===== src/design/counter_alarm_engine_core_macros.svh =====
// Assertion macros for the counter alarm engine.
`ifndef COUNTER_ALARM_ENGINE_CORE_MACROS_SVH
`define COUNTER_ALARM_ENGINE_CORE_MACROS_SVH
`ifndef SYNTHESIS
`define CAE_ASSERT(lbl, clk, rst_n, prop) \
  lbl: assert property (@(posedge clk) disable iff (!rst_n) prop) else $error("assertion failed");
`define CAE_ASSERT_RST(lbl, clk, prop) \
  lbl: assert property (@(posedge clk) prop) else $error("assertion failed");
`else
`define CAE_ASSERT(lbl, clk, rst_n, prop)
`define CAE_ASSERT_RST(lbl, clk, prop)
`endif
`endif


===== src/design/cae_pkg.sv =====
// Shared types, constants and command codes for the counter alarm engine.
package cae_pkg;
  localparam int unsigned NumCountersDef = 4;
  localparam int unsigned NumAlarmsDef = 8;
  localparam int unsigned TickBitsDef = 32;
  localparam int unsigned RegW = 32;

  localparam logic [1:0] REQ_TICK = 2'd0;
  localparam logic [1:0] REQ_WRITE = 2'd1;
  localparam logic [1:0] REQ_READ = 2'd2;
  localparam logic [1:0] REQ_ELAPSED = 2'd3;

  typedef struct packed {
    logic load;      // capture input item
    logic bump;      // advance the addressed counter
    logic wr_alarm;  // write alarm entry
    logic scan_step; // examine current alarm, advance index
    logic fire_upd;  // reschedule the fired alarm
    logic mod_start; // start remainder unit
    logic mod_sel;   // 0 reduce reference or rescheduled sum, 1 reduce current
    logic mod_ref_ld;
    logic el_calc;
    logic out_load;  // present a result
    logic out_fired;
    logic out_last;
  } cae_cmd_t;

  typedef struct packed {
    logic [1:0] req;
    logic bad;
    logic hit;       // current alarm fires
    logic scan_end;  // current alarm is the last index
    logic need_mod;  // rescheduled sum exceeds maximum
    logic mod_busy;
    logic any_fired;
  } cae_sts_t;
endpackage


===== src/design/cae_mod.sv =====
// Restoring remainder unit: one quotient bit per cycle.
module cae_mod import cae_pkg::*; #(
  parameter int unsigned W = TickBitsDef
) (
  input  logic         clk_i,
  input  logic         rst_ni,
  input  logic         start_i,
  input  logic [W:0]   num_i,
  input  logic [W:0]   den_i,
  output logic         busy_o,
  output logic [W:0]   rem_o
);
  localparam int unsigned CW = $clog2(W + 2);
  logic [W:0] num_q, num_d, den_q, den_d, rem_q, rem_d;
  logic [CW-1:0] cnt_q, cnt_d;
  logic busy_q, busy_d;
  logic [W+1:0] trial;

  always_comb begin
    num_d = num_q; den_d = den_q; rem_d = rem_q; cnt_d = cnt_q; busy_d = busy_q;
    trial = {rem_q, num_q[W]};
    if (start_i) begin
      num_d = num_i; den_d = den_i; rem_d = '0;
      cnt_d = CW'(W + 1); busy_d = 1'b1;
    end else if (busy_q) begin
      if (trial >= {1'b0, den_q}) rem_d = W'(trial - {1'b0, den_q}) + (W+1)'(0);
      else rem_d = trial[W:0];
      num_d = {num_q[W-1:0], 1'b0};
      cnt_d = cnt_q - 1'b1;
      if (cnt_q == CW'(1)) busy_d = 1'b0;
    end
  end

  always_ff @(posedge clk_i or negedge rst_ni) begin
    if (!rst_ni) begin
      busy_q <= 1'b0;
      cnt_q <= '0;
    end else begin
      busy_q <= busy_d;
      cnt_q <= cnt_d;
    end
  end

  always_ff @(posedge clk_i) begin
    num_q <= num_d; den_q <= den_d; rem_q <= rem_d;
  end

  assign busy_o = busy_q;
  assign rem_o = rem_q;
endmodule


===== src/design/cae_datapath.sv =====
// Datapath: counters, alarm table, remainder unit and result register.
module cae_datapath import cae_pkg::*; #(
  parameter int unsigned NUM_COUNTERS = NumCountersDef,
  parameter int unsigned NUM_ALARMS = NumAlarmsDef,
  parameter int unsigned TICK_BITS = TickBitsDef
) (
  input  logic            clk_i,
  input  logic            rst_ni,
  input  logic            cfg_we_i,
  input  logic [1:0]      cfg_idx_i,
  input  logic [RegW-1:0] cfg_data_i,
  input  logic [1:0]      req_type_i,
  input  logic [1:0]      counter_id_i,
  input  logic [2:0]      alarm_id_i,
  input  logic            alarm_enable_i,
  input  logic [31:0]     alarm_expiry_i,
  input  logic [31:0]     alarm_period_i,
  input  logic [31:0]     reference_tick_i,
  input  cae_cmd_t        cmd_i,
  output cae_sts_t        sts_o,
  output logic            status_o,
  output logic [31:0]     current_tick_o,
  output logic [31:0]     max_tick_o,
  output logic [31:0]     elapsed_o,
  output logic [2:0]      fired_alarm_o,
  output logic            fired_o,
  output logic            last_o
);
  localparam int unsigned AW = (NUM_ALARMS > 1) ? $clog2(NUM_ALARMS) : 1;
  localparam int unsigned TB = TICK_BITS;
  localparam logic [RegW-1:0] TMASK = RegW'((64'd1 << TB) - 64'd1);

  logic [RegW-1:0] max_reg_q [4];
  logic [TB-1:0] tick_q [NUM_COUNTERS];
  logic [NUM_ALARMS-1:0] on_q;
  logic [1:0] acnt_q [NUM_ALARMS];
  logic [TB-1:0] when_q [NUM_ALARMS];
  logic [TB-1:0] cyc_q [NUM_ALARMS];

  logic [1:0] req_q, cid_q;
  logic bad_q;
  logic [2:0] aid_q;
  logic en_q;
  logic [TB-1:0] exp_q, per_q, ref_q, refm_q, cur_q, mx_q;
  logic [AW-1:0] idx_q;
  logic [AW-1:0] pidx_q;
  logic [TB:0] sum_q;
  logic any_q;

  logic [TB-1:0] mx_sel, cur_nxt;
  logic [TB:0] mod_num, mod_rem;
  logic mod_busy;

  always_comb begin
    mx_sel = (max_reg_q[cid_q] > TMASK) ? TB'(TMASK) : TB'(max_reg_q[cid_q]);
  end
  assign cur_nxt = (cur_q >= mx_q) ? '0 : cur_q + 1'b1;

  assign mod_num = cmd_i.mod_sel ? {1'b0, cur_q} : (cmd_i.fire_upd ? sum_q : {1'b0, ref_q});

  cae_mod #(.W(TB)) u_mod (
    .clk_i, .rst_ni, .start_i(cmd_i.mod_start), .num_i(mod_num),
    .den_i({1'b0, mx_q} + 1'b1), .busy_o(mod_busy), .rem_o(mod_rem)
  );

  always_ff @(posedge clk_i or negedge rst_ni) begin
    if (!rst_ni) begin
      for (int i = 0; i < 4; i++) max_reg_q[i] <= RegW'(65535);
      for (int i = 0; i < NUM_COUNTERS; i++) tick_q[i] <= '0;
      on_q <= '0;
      any_q <= 1'b0;
      idx_q <= '0;
    end else begin
      if (cfg_we_i) max_reg_q[cfg_idx_i] <= cfg_data_i;
      if (cmd_i.load) begin
        idx_q <= '0;
        any_q <= 1'b0;
      end
      if (cmd_i.bump) tick_q[cid_q] <= cur_nxt;
      if (cmd_i.wr_alarm && 32'(aid_q) < NUM_ALARMS) on_q[AW'(aid_q)] <= en_q;
      if (cmd_i.scan_step) begin
        if (sts_o.hit) any_q <= 1'b1;
        if (sts_o.hit && cyc_q[idx_q] == '0) on_q[idx_q] <= 1'b0;
        if (!sts_o.scan_end) idx_q <= idx_q + 1'b1;
      end
    end
  end

  always_ff @(posedge clk_i) begin
    if (cmd_i.load) begin
      req_q <= req_type_i; cid_q <= counter_id_i;
      bad_q <= {1'b0, counter_id_i} >= 3'(NUM_COUNTERS);
      aid_q <= alarm_id_i; en_q <= alarm_enable_i;
      exp_q <= TB'(alarm_expiry_i); per_q <= TB'(alarm_period_i);
      ref_q <= TB'(reference_tick_i);
    end
    if (cmd_i.bump) cur_q <= cur_nxt;
    if (cmd_i.mod_ref_ld) begin
      cur_q <= tick_q[NUM_COUNTERS > 1 ? cid_q : 2'd0];
      mx_q <= mx_sel;
    end
    if (cmd_i.load) mx_q <= mx_sel;
    if (cmd_i.wr_alarm && 32'(aid_q) < NUM_ALARMS) begin
      acnt_q[AW'(aid_q)] <= cid_q;
      when_q[AW'(aid_q)] <= exp_q;
      cyc_q[AW'(aid_q)] <= per_q;
    end
    if (cmd_i.scan_step && sts_o.hit) begin
      sum_q <= {1'b0, when_q[idx_q]} + {1'b0, cyc_q[idx_q]};
      pidx_q <= idx_q;
    end
    if (cmd_i.fire_upd && !cmd_i.mod_start) begin
      when_q[pidx_q] <= (sum_q > {1'b0, mx_q}) ? TB'(mod_rem) : TB'(sum_q);
    end
    if (cmd_i.el_calc && cmd_i.mod_start) refm_q <= TB'(mod_rem);
    if (cmd_i.out_load) begin
      status_o <= bad_q;
      current_tick_o <= bad_q ? '0 : 32'(cur_q);
      max_tick_o <= bad_q ? '0 : 32'(mx_q);
      elapsed_o <= (cmd_i.el_calc && cmd_i.mod_sel && !bad_q) ?
        32'((TB'(mod_rem) >= refm_q) ? TB'(mod_rem) - refm_q
            : TB'(({1'b0, mod_rem[TB-1:0]} + {1'b0, mx_q} + 1'b1) - {1'b0, refm_q}))
        : '0;
      fired_o <= cmd_i.out_fired;
      fired_alarm_o <= cmd_i.out_fired ? 3'(pidx_q) : 3'd0;
      last_o <= cmd_i.out_last;
    end
  end

  always_comb begin
    sts_o.req = req_q;
    sts_o.bad = bad_q;
    sts_o.hit = on_q[idx_q] && acnt_q[idx_q] == cid_q && when_q[idx_q] == cur_q;
    sts_o.scan_end = (idx_q == AW'(NUM_ALARMS - 1));
    sts_o.need_mod = sum_q > {1'b0, mx_q};
    sts_o.mod_busy = mod_busy;
    sts_o.any_fired = any_q;
  end
endmodule


===== src/design/cae_ctrl.sv =====
// Controller state machine sequencing one item at a time.
module cae_ctrl import cae_pkg::*; (
  input  logic     clk_i,
  input  logic     rst_ni,
  input  logic     in_valid,
  output logic     in_stall,
  output logic     out_valid,
  input  logic     out_stall,
  input  cae_sts_t sts_i,
  output cae_cmd_t cmd_o
);
`include "counter_alarm_engine_core_macros.svh"
  localparam logic [3:0] S_IDLE = 4'd0, S_DISP = 4'd1, S_TICK = 4'd2, S_SCAN = 4'd3,
    S_FIRE = 4'd4, S_MODW = 4'd5, S_UPD = 4'd6, S_OUT = 4'd7, S_REF = 4'd8,
    S_REFW = 4'd9, S_CURW = 4'd10, S_ELO = 4'd11, S_LAST = 4'd12,
    S_PRE = 4'd14;
  logic [3:0] st_q, st_d;
  logic ov_q, ov_d;
  logic done_q, done_d;

  always_comb begin
    st_d = st_q; ov_d = ov_q; done_d = done_q;
    cmd_o = '0;
    if (ov_q && !out_stall) ov_d = 1'b0;
    case (st_q)
      S_IDLE: if (in_valid) begin
        cmd_o.load = 1'b1; st_d = S_DISP;
      end
      S_DISP: begin
        cmd_o.mod_ref_ld = 1'b1;
        if (sts_i.bad || sts_i.req == REQ_READ) st_d = S_OUT;
        else if (sts_i.req == REQ_WRITE) begin
          cmd_o.wr_alarm = 1'b1; st_d = S_OUT;
        end else if (sts_i.req == REQ_TICK) st_d = S_TICK;
        else st_d = S_REF;
      end
      S_OUT: if (!ov_q || !out_stall) begin
        cmd_o.out_load = 1'b1; cmd_o.out_last = 1'b1; ov_d = 1'b1; st_d = S_IDLE;
      end
      S_TICK: begin
        cmd_o.bump = 1'b1; st_d = S_SCAN;
      end
      S_SCAN: begin
        if (sts_i.hit) st_d = S_FIRE;
        else begin
          cmd_o.scan_step = 1'b1;
          if (sts_i.scan_end) st_d = sts_i.any_fired ? S_LAST : S_OUT;
        end
      end
      S_FIRE: if (!sts_i.any_fired || !ov_q || !out_stall) begin
        if (sts_i.any_fired) begin
          cmd_o.out_load = 1'b1; cmd_o.out_fired = 1'b1; ov_d = 1'b1;
        end
        done_d = sts_i.scan_end;
        cmd_o.scan_step = 1'b1;
        st_d = S_PRE;
      end
      S_PRE: begin
        if (sts_i.need_mod) begin
          cmd_o.fire_upd = 1'b1; cmd_o.mod_start = 1'b1; st_d = S_MODW;
        end else st_d = S_UPD;
      end
      S_MODW: begin
        if (!sts_i.mod_busy) st_d = S_UPD;
      end
      S_UPD: begin
        cmd_o.fire_upd = 1'b1;
        st_d = done_q ? S_LAST : S_SCAN;
      end
      S_LAST: if (!ov_q || !out_stall) begin
        cmd_o.out_load = 1'b1; cmd_o.out_fired = 1'b1; cmd_o.out_last = 1'b1;
        ov_d = 1'b1; st_d = S_IDLE;
      end
      S_REF: begin
        cmd_o.mod_start = 1'b1; st_d = S_REFW;
      end
      S_REFW: if (!sts_i.mod_busy) begin
        cmd_o.el_calc = 1'b1; cmd_o.mod_start = 1'b1; cmd_o.mod_sel = 1'b1; st_d = S_CURW;
      end
      S_CURW: if (!sts_i.mod_busy) st_d = S_ELO;
      S_ELO: if (!ov_q || !out_stall) begin
        cmd_o.el_calc = 1'b1; cmd_o.mod_sel = 1'b1; cmd_o.out_load = 1'b1;
        cmd_o.out_last = 1'b1; ov_d = 1'b1; st_d = S_IDLE;
      end
      default: st_d = S_IDLE;
    endcase
  end

  always_ff @(posedge clk_i or negedge rst_ni) begin
    if (!rst_ni) begin
      st_q <= S_IDLE; ov_q <= 1'b0; done_q <= 1'b0;
    end else begin
      st_q <= st_d; ov_q <= ov_d; done_q <= done_d;
    end
  end

  assign in_stall = (st_q != S_IDLE);
  assign out_valid = ov_q;

  `CAE_ASSERT(a_load_idle, clk_i, rst_ni, cmd_o.load |-> st_q == S_IDLE)
  `CAE_ASSERT(a_out_free, clk_i, rst_ni, cmd_o.out_load |-> (!ov_q || !out_stall))
  `CAE_ASSERT_RST(a_rst_idle, clk_i, !rst_ni |=> st_q == S_IDLE || !rst_ni)
endmodule


===== src/design/counter_alarm_engine_core.sv =====
// Top level of the counter alarm engine.
// channel | signals                         | direction
// in      | in_valid, in_stall, fields      | consumer
// out     | out_valid, out_stall, fields    | producer
// cfg     | cfg_we_i, cfg_idx_i, cfg_data_i | write only
// Elapsed items use two serial remainders. A tick scans every alarm, and each
// reschedule that wraps passes through the serial remainder unit. A stalled output
// holds its result, and the controller waits before loading the next one.
// Reset clears counters, alarm enables, out_valid and the controller; max registers go to 65535.
module counter_alarm_engine_core import cae_pkg::*; #(
  parameter int unsigned NUM_COUNTERS = NumCountersDef,
  parameter int unsigned NUM_ALARMS = NumAlarmsDef,
  parameter int unsigned TICK_BITS = TickBitsDef
) (
  input  logic            clk_i,
  input  logic            rst_ni,
  input  logic            cfg_we_i,
  input  logic [1:0]      cfg_idx_i,
  input  logic [RegW-1:0] cfg_data_i,
  input  logic            in_valid,
  output logic            in_stall,
  input  logic [1:0]      req_type_i,
  input  logic [1:0]      counter_id_i,
  input  logic [2:0]      alarm_id_i,
  input  logic            alarm_enable_i,
  input  logic [31:0]     alarm_expiry_i,
  input  logic [31:0]     alarm_period_i,
  input  logic [31:0]     reference_tick_i,
  output logic            out_valid,
  input  logic            out_stall,
  output logic            status_o,
  output logic [31:0]     current_tick_o,
  output logic [31:0]     max_tick_o,
  output logic [31:0]     elapsed_o,
  output logic            fired_o,
  output logic [2:0]      fired_alarm_o,
  output logic            last_o
);
  cae_cmd_t cmd;
  cae_sts_t sts;

  cae_datapath #(.NUM_COUNTERS(NUM_COUNTERS), .NUM_ALARMS(NUM_ALARMS),
                 .TICK_BITS(TICK_BITS)) u_dp (
    .clk_i, .rst_ni, .cfg_we_i, .cfg_idx_i, .cfg_data_i,
    .req_type_i, .counter_id_i, .alarm_id_i, .alarm_enable_i,
    .alarm_expiry_i, .alarm_period_i, .reference_tick_i,
    .cmd_i(cmd), .sts_o(sts), .status_o, .current_tick_o, .max_tick_o,
    .elapsed_o, .fired_alarm_o, .fired_o, .last_o
  );

  cae_ctrl u_ctrl (
    .clk_i, .rst_ni, .in_valid, .in_stall, .out_valid, .out_stall,
    .sts_i(sts), .cmd_o(cmd)
  );
endmodule


===== config.mk =====
export PLATFORM = sky130hd
export DESIGN_NAME = counter_alarm_engine_core
export DESIGN_NICKNAME = d
export VERILOG_FILES = /design/src/design/cae_pkg.sv /design/src/design/cae_mod.sv /design/src/design/cae_datapath.sv /design/src/design/cae_ctrl.sv /design/src/design/counter_alarm_engine_core.sv
export VERILOG_INCLUDE_DIRS = /design/src /design/src/design
export SDC_FILE = /design/constraint.sdc
export NUM_CORES = 2
export LEC_CHECK = 0
export BUFFER_PORTS_ARGS = -buffer_cell sky130_fd_sc_hd__clkbuf_2
export CAP_MARGIN = 5
export CORE_MARGIN = 2
export CORE_UTILIZATION = 55
export DETAILED_ROUTE_END_ITERATION = 12
export GPL_ROUTABILITY_DRIVEN = 0
export MAX_ROUTING_LAYER = met4
export PLACE_DENSITY = 0.81
export SLEW_MARGIN = 20
export SYNTH_ARGS = -nofsm -noshare
export SYNTH_HDL_FRONTEND = slang
export SYNTH_SLANG_ARGS = --single-unit

===== constraint.sdc =====
create_clock -name clk_i -period 9.05 [get_ports clk_i]
set_input_delay 2.2625 -clock clk_i [delete_from_list [all_inputs] [get_ports clk_i]]
set_output_delay 2.2625 -clock clk_i [all_outputs]
set_load 0.03 [all_outputs]

==> flow_metrics.py <==
metrics = {
    "outcome": {
        "status": "completed",
    },
    "route": {
        "routed_via_density": 6.49,
        "via_count": 40181,
        "drtIter0Drc": 5895,
        "wl_um": 166000,
        "antenna_left": 0,
        "drc": 0,
        "wl_per_cell_um": 26.9,
        "drt-pass1-iter-count": 8,
    },
    "global_routing": {
        "antenna_found_initial": 7,
        "grt_pass1_wl_um": 243000,
        "overflow": 0,
        "grt_util_all_layers_pct": 31.2,
        "first_global_vias": 38384,
        "grt_max_degree": 166,
    },
    "pwr": {
        "totalPowerFinal_mw": 25.8,
        "power_density_nw_per_um2": 393,
        "peakVddDrop_mv": 0.260,
        "power.share.clock_pct": 20.6,
        "intPower_mw": 15.0,
        "switching_share_pct": 41.7,
        "netSwitchingPower_mw": 10.7,
        "p_leak_nw": 24.8,
        "seq_power_share_pct": 34.2,
        "comb_power_share_pct": 45.3,
    },
    "layout": {
        "layout_commonest_cell": "edfxtp_1",
        "finalInstanceArea_um2": 65600,
        "drive_above_1_share_pct": 19.2,
        "final_util_pct": 62.3,
        "final_cell_mix": "edfxtp_1, nand2_1, o21ai_0",
        "nNetsFinal": 5067,
        "syn2layout_area_growth_pct": 12.2,
    },
    "placed_design": {
        "placed_area_um2": 61300,
        "dpl.hpwl_um": 111000,
        "pre_cts_ws_ps": 3280,
        "io_buffers": 245,
    },
    "die": {
        "die_area_um2": 109000,
        "die_w_um": 330,
        "start_util_pct": 55.5,
        "rows": 119,
        "io_pins": 247,
        "die_h_um": 330,
        "fp.coreArea_um2": 105000,
    },
    "run": {
        "cap_violations": 0,
    },
    "setup_path": {
        "cp-end-kind": "flip-flop",
        "cp-endpoint": "u_dp.sum_q[32]",
        "required_ps": 9540,
        "crit_buf_inv": 2,
        "critPathSlowestCell": "buf_4",
        "worstRegToRegCells": 15,
        "worst-r2r-setup-slack_ps": 3050,
        "startpoint": "u_dp.idx_q[2]",
        "path_common_cell": "a221oi_1",
        "critical-path-top-delay-family": "compound AO/OA/AOI/OAI gates",
        "crit_path_max_fanout": 50,
        "cpPeakStageDelay_ps": 740,
        "crit_arrival_ps": 6490,
        "r2r_start": "u_dp.idx_q[2]",
        "crit_type": "reg2reg",
        "reg2reg_to": "u_dp.sum_q[32]",
        "crit_cells": 15,
        "path_cells": "buf_4 -> nor2b_1 -> buf_4 -> a221oi_1 -> o21ai_0 -> ha_1 -> a21o_1 -> a21o_1 -> a221oi_1 -> nor2_1 -> nor4_1 -> nand2_1 -> a221oi_1 -> o21ai_0 -> o31a_1",
        "startpoint_type": "flip-flop",
    },
    "sta": {
        "hold_viol_final": 0,
        "post-route-period-util_pct": 66.3,
        "fin_skew_ps": 75.1,
        "rsz0062_at_grt": "false",
        "slew_viol_final": 0,
        "fin_crit_ps": 6000,
        "setup_ws_ps": 3050,
        "max_slew_margin_pct": 25.2,
        "finalSetupTns_ps": 0,
        "fmax_mhz": 167,
        "tightest_slew_ps": 1120,
        "setup_viol": 0,
    },
    "clock_tree": {
        "postCtsSetupRepairBufs": 0,
        "numCtsBuffers": 120,
        "cts-root-buf": "clkbuf_16",
        "cts_hold_buf": 0,
        "cts_tree": "yes",
        "path_clk_slew_ps": 70,
        "post_cts_resized": 0,
        "cts.sinks": 1245,
        "clock_path_buffers": 3,
        "htree_levels": 3,
        "clock_latency_ps": 760,
    },
    "logic_synthesis": {
        "synth.distinct_cells": 88,
        "syn_nets": 4827,
        "synth_seq_cells": 1245,
        "synth_area_per_cell_um2": 13.1,
        "synth_edf_count": 931,
        "yosys_warnings": 0,
        "netlist_instances": 4447,
        "yosysSeqAreaShare_pct": 61.2,
        "syn_area_um2": 58400,
        "synth_flop_cell": "edfxtp_1",
        "async_flop_share_pct": 22.6,
    },
    "worst_hold_path": {
        "hold_path.class": "reg2reg",
    },
}
[worst min-delay path by stage]
stage	cells after the start	end	slack, ps	start
after floorplan	2	u_dp.tick_q[55]	440	u_dp.tick_q[55]
after global placement	2	u_dp.tick_q[87]	450	u_dp.tick_q[87]
after detailed placement	2	u_dp.tick_q[67]	470	u_dp.tick_q[67]
after CTS	2	u_dp.tick_q[39]	480	u_dp.tick_q[39]
after global routing	2	u_dp.tick_q[127]	500	u_dp.tick_q[127]
final	2	u_dp.tick_q[91]	480	u_dp.tick_q[91]
[logic make-up after synthesis]
logic type | Yosys count | share of synthesized area (%)
buf+inv | 435 | 3.11
simple gates | 943 | 7.36
compound gates | 1005 | 10.8
other cells | 1 | 0.00642
xor+xnor | 208 | 3.12
flops | 1245 | 61.2
fa+ha+maj | 237 | 5.51
mux | 373 | 8.88
[power groups by stage]
stage	Clock, mW	Sequential (mW)	Combinational (mW)
final	5.30	8.81	11.7
after global placement	0	8.82	10.8
after global routing	5.55	8.88	12.5
after CTS	5.33	8.76	11.2
after detailed placement	0	8.85	11.1
after floorplan	0	8.67	7.80
[flip-flops by register name (all words and copies together), names as in the netlist, 33 cells and up]
register	cells
u_dp.tick_q	128
u_dp.when_q	256
u_dp.cyc_q	256
u_dp.u_mod.num_q	33
u_dp.u_mod.rem_o	33
u_dp.u_mod.den_q	33
u_dp.max_reg_q	128
u_dp.sum_q	33
[worst min-delay path, stage by stage (launching register included)]
cell and delay, ps:
dfrtp_1 340, nand2_1 40, o21ai_0 60
[synth_stat cells (12+ instances only)]
library cell / instances / area share [%]
a21o_1: 68 / 0.87
nor3_1: 42 / 0.36
xnor2_1: 139 / 2.1
buf_2: 12 / 0.10
o21ai_0: 303 / 2.6
o221ai_1: 14 / 0.21
buf_1: 21 / 0.13
mux4_2: 95 / 3.7
edfxtp_1: 931 / 48
a31oi_1: 13 / 0.14
nand2_1: 339 / 2.2
dfstp_2: 64 / 2.9
nand2b_1: 40 / 0.43
clkbuf_1: 141 / 0.91
xor2_1: 69 / 1.0
nor4_1: 20 / 0.21
o21bai_1: 12 / 0.15
mux2_2: 185 / 3.6
and2_1: 13 / 0.14
ha_1: 203 / 4.3
o21a_1: 25 / 0.32
a211oi_1: 34 / 0.44
inv_1: 235 / 1.5
nand4_1: 38 / 0.41
dfrtp_1: 217 / 9.3
mux2i_1: 87 / 1.5
nor2b_1: 27 / 0.29
nor2_1: 261 / 1.7
a22oi_1: 87 / 1.1
dfxtp_1: 33 / 1.1
o22ai_1: 20 / 0.21
a221oi_1: 70 / 1.0
and3_1: 24 / 0.26
o211ai_1: 19 / 0.24
buf_6: 14 / 0.27
a21oi_1: 252 / 2.2
nand3_1: 93 / 0.80
fa_1: 34 / 1.2
[area by class of cell]
| cell class | count | area, um^2 |
|---|---|---|
| Timing Repair Buffer | 316 | 1800 |
| Clock buffer | 158 | 3320 |
| Tap cell | 1391 | 1740 |
| Fill cell | 7524 | 39700 |
| Antenna cell | 9 | 22.5 |
| Clock inverter | 71 | 907 |
| Sequential cell | 1245 | 35700 |
| Inverter | 237 | 892 |
| Multi-Input combinational cell | 2767 | 21100 |
[stage by stage]
step | cells | hold WS [ps]
2_1_floorplan | 4447 | 443
3_3_place_gp | 5955 | 455
3_5_place_dp | 5955 | 465
4_1_cts | 6184 | 480
5_1_grt | 6189 | 498
6_report | 6194 | 480
[metal layers]
layer | part of all wire (%) | vias up | track usage [%]
met2 | 44 | 2825 | 44.6
met1 | 38 | 19709 | 41.7
met3 | 14 | 502 | 9.11
met5 | 0 | - | -
li1 | - | 17145 | -
met4 | 5.0 | 0 | 13.4
No activity file was read; power rests on OpenSTA's default activity.
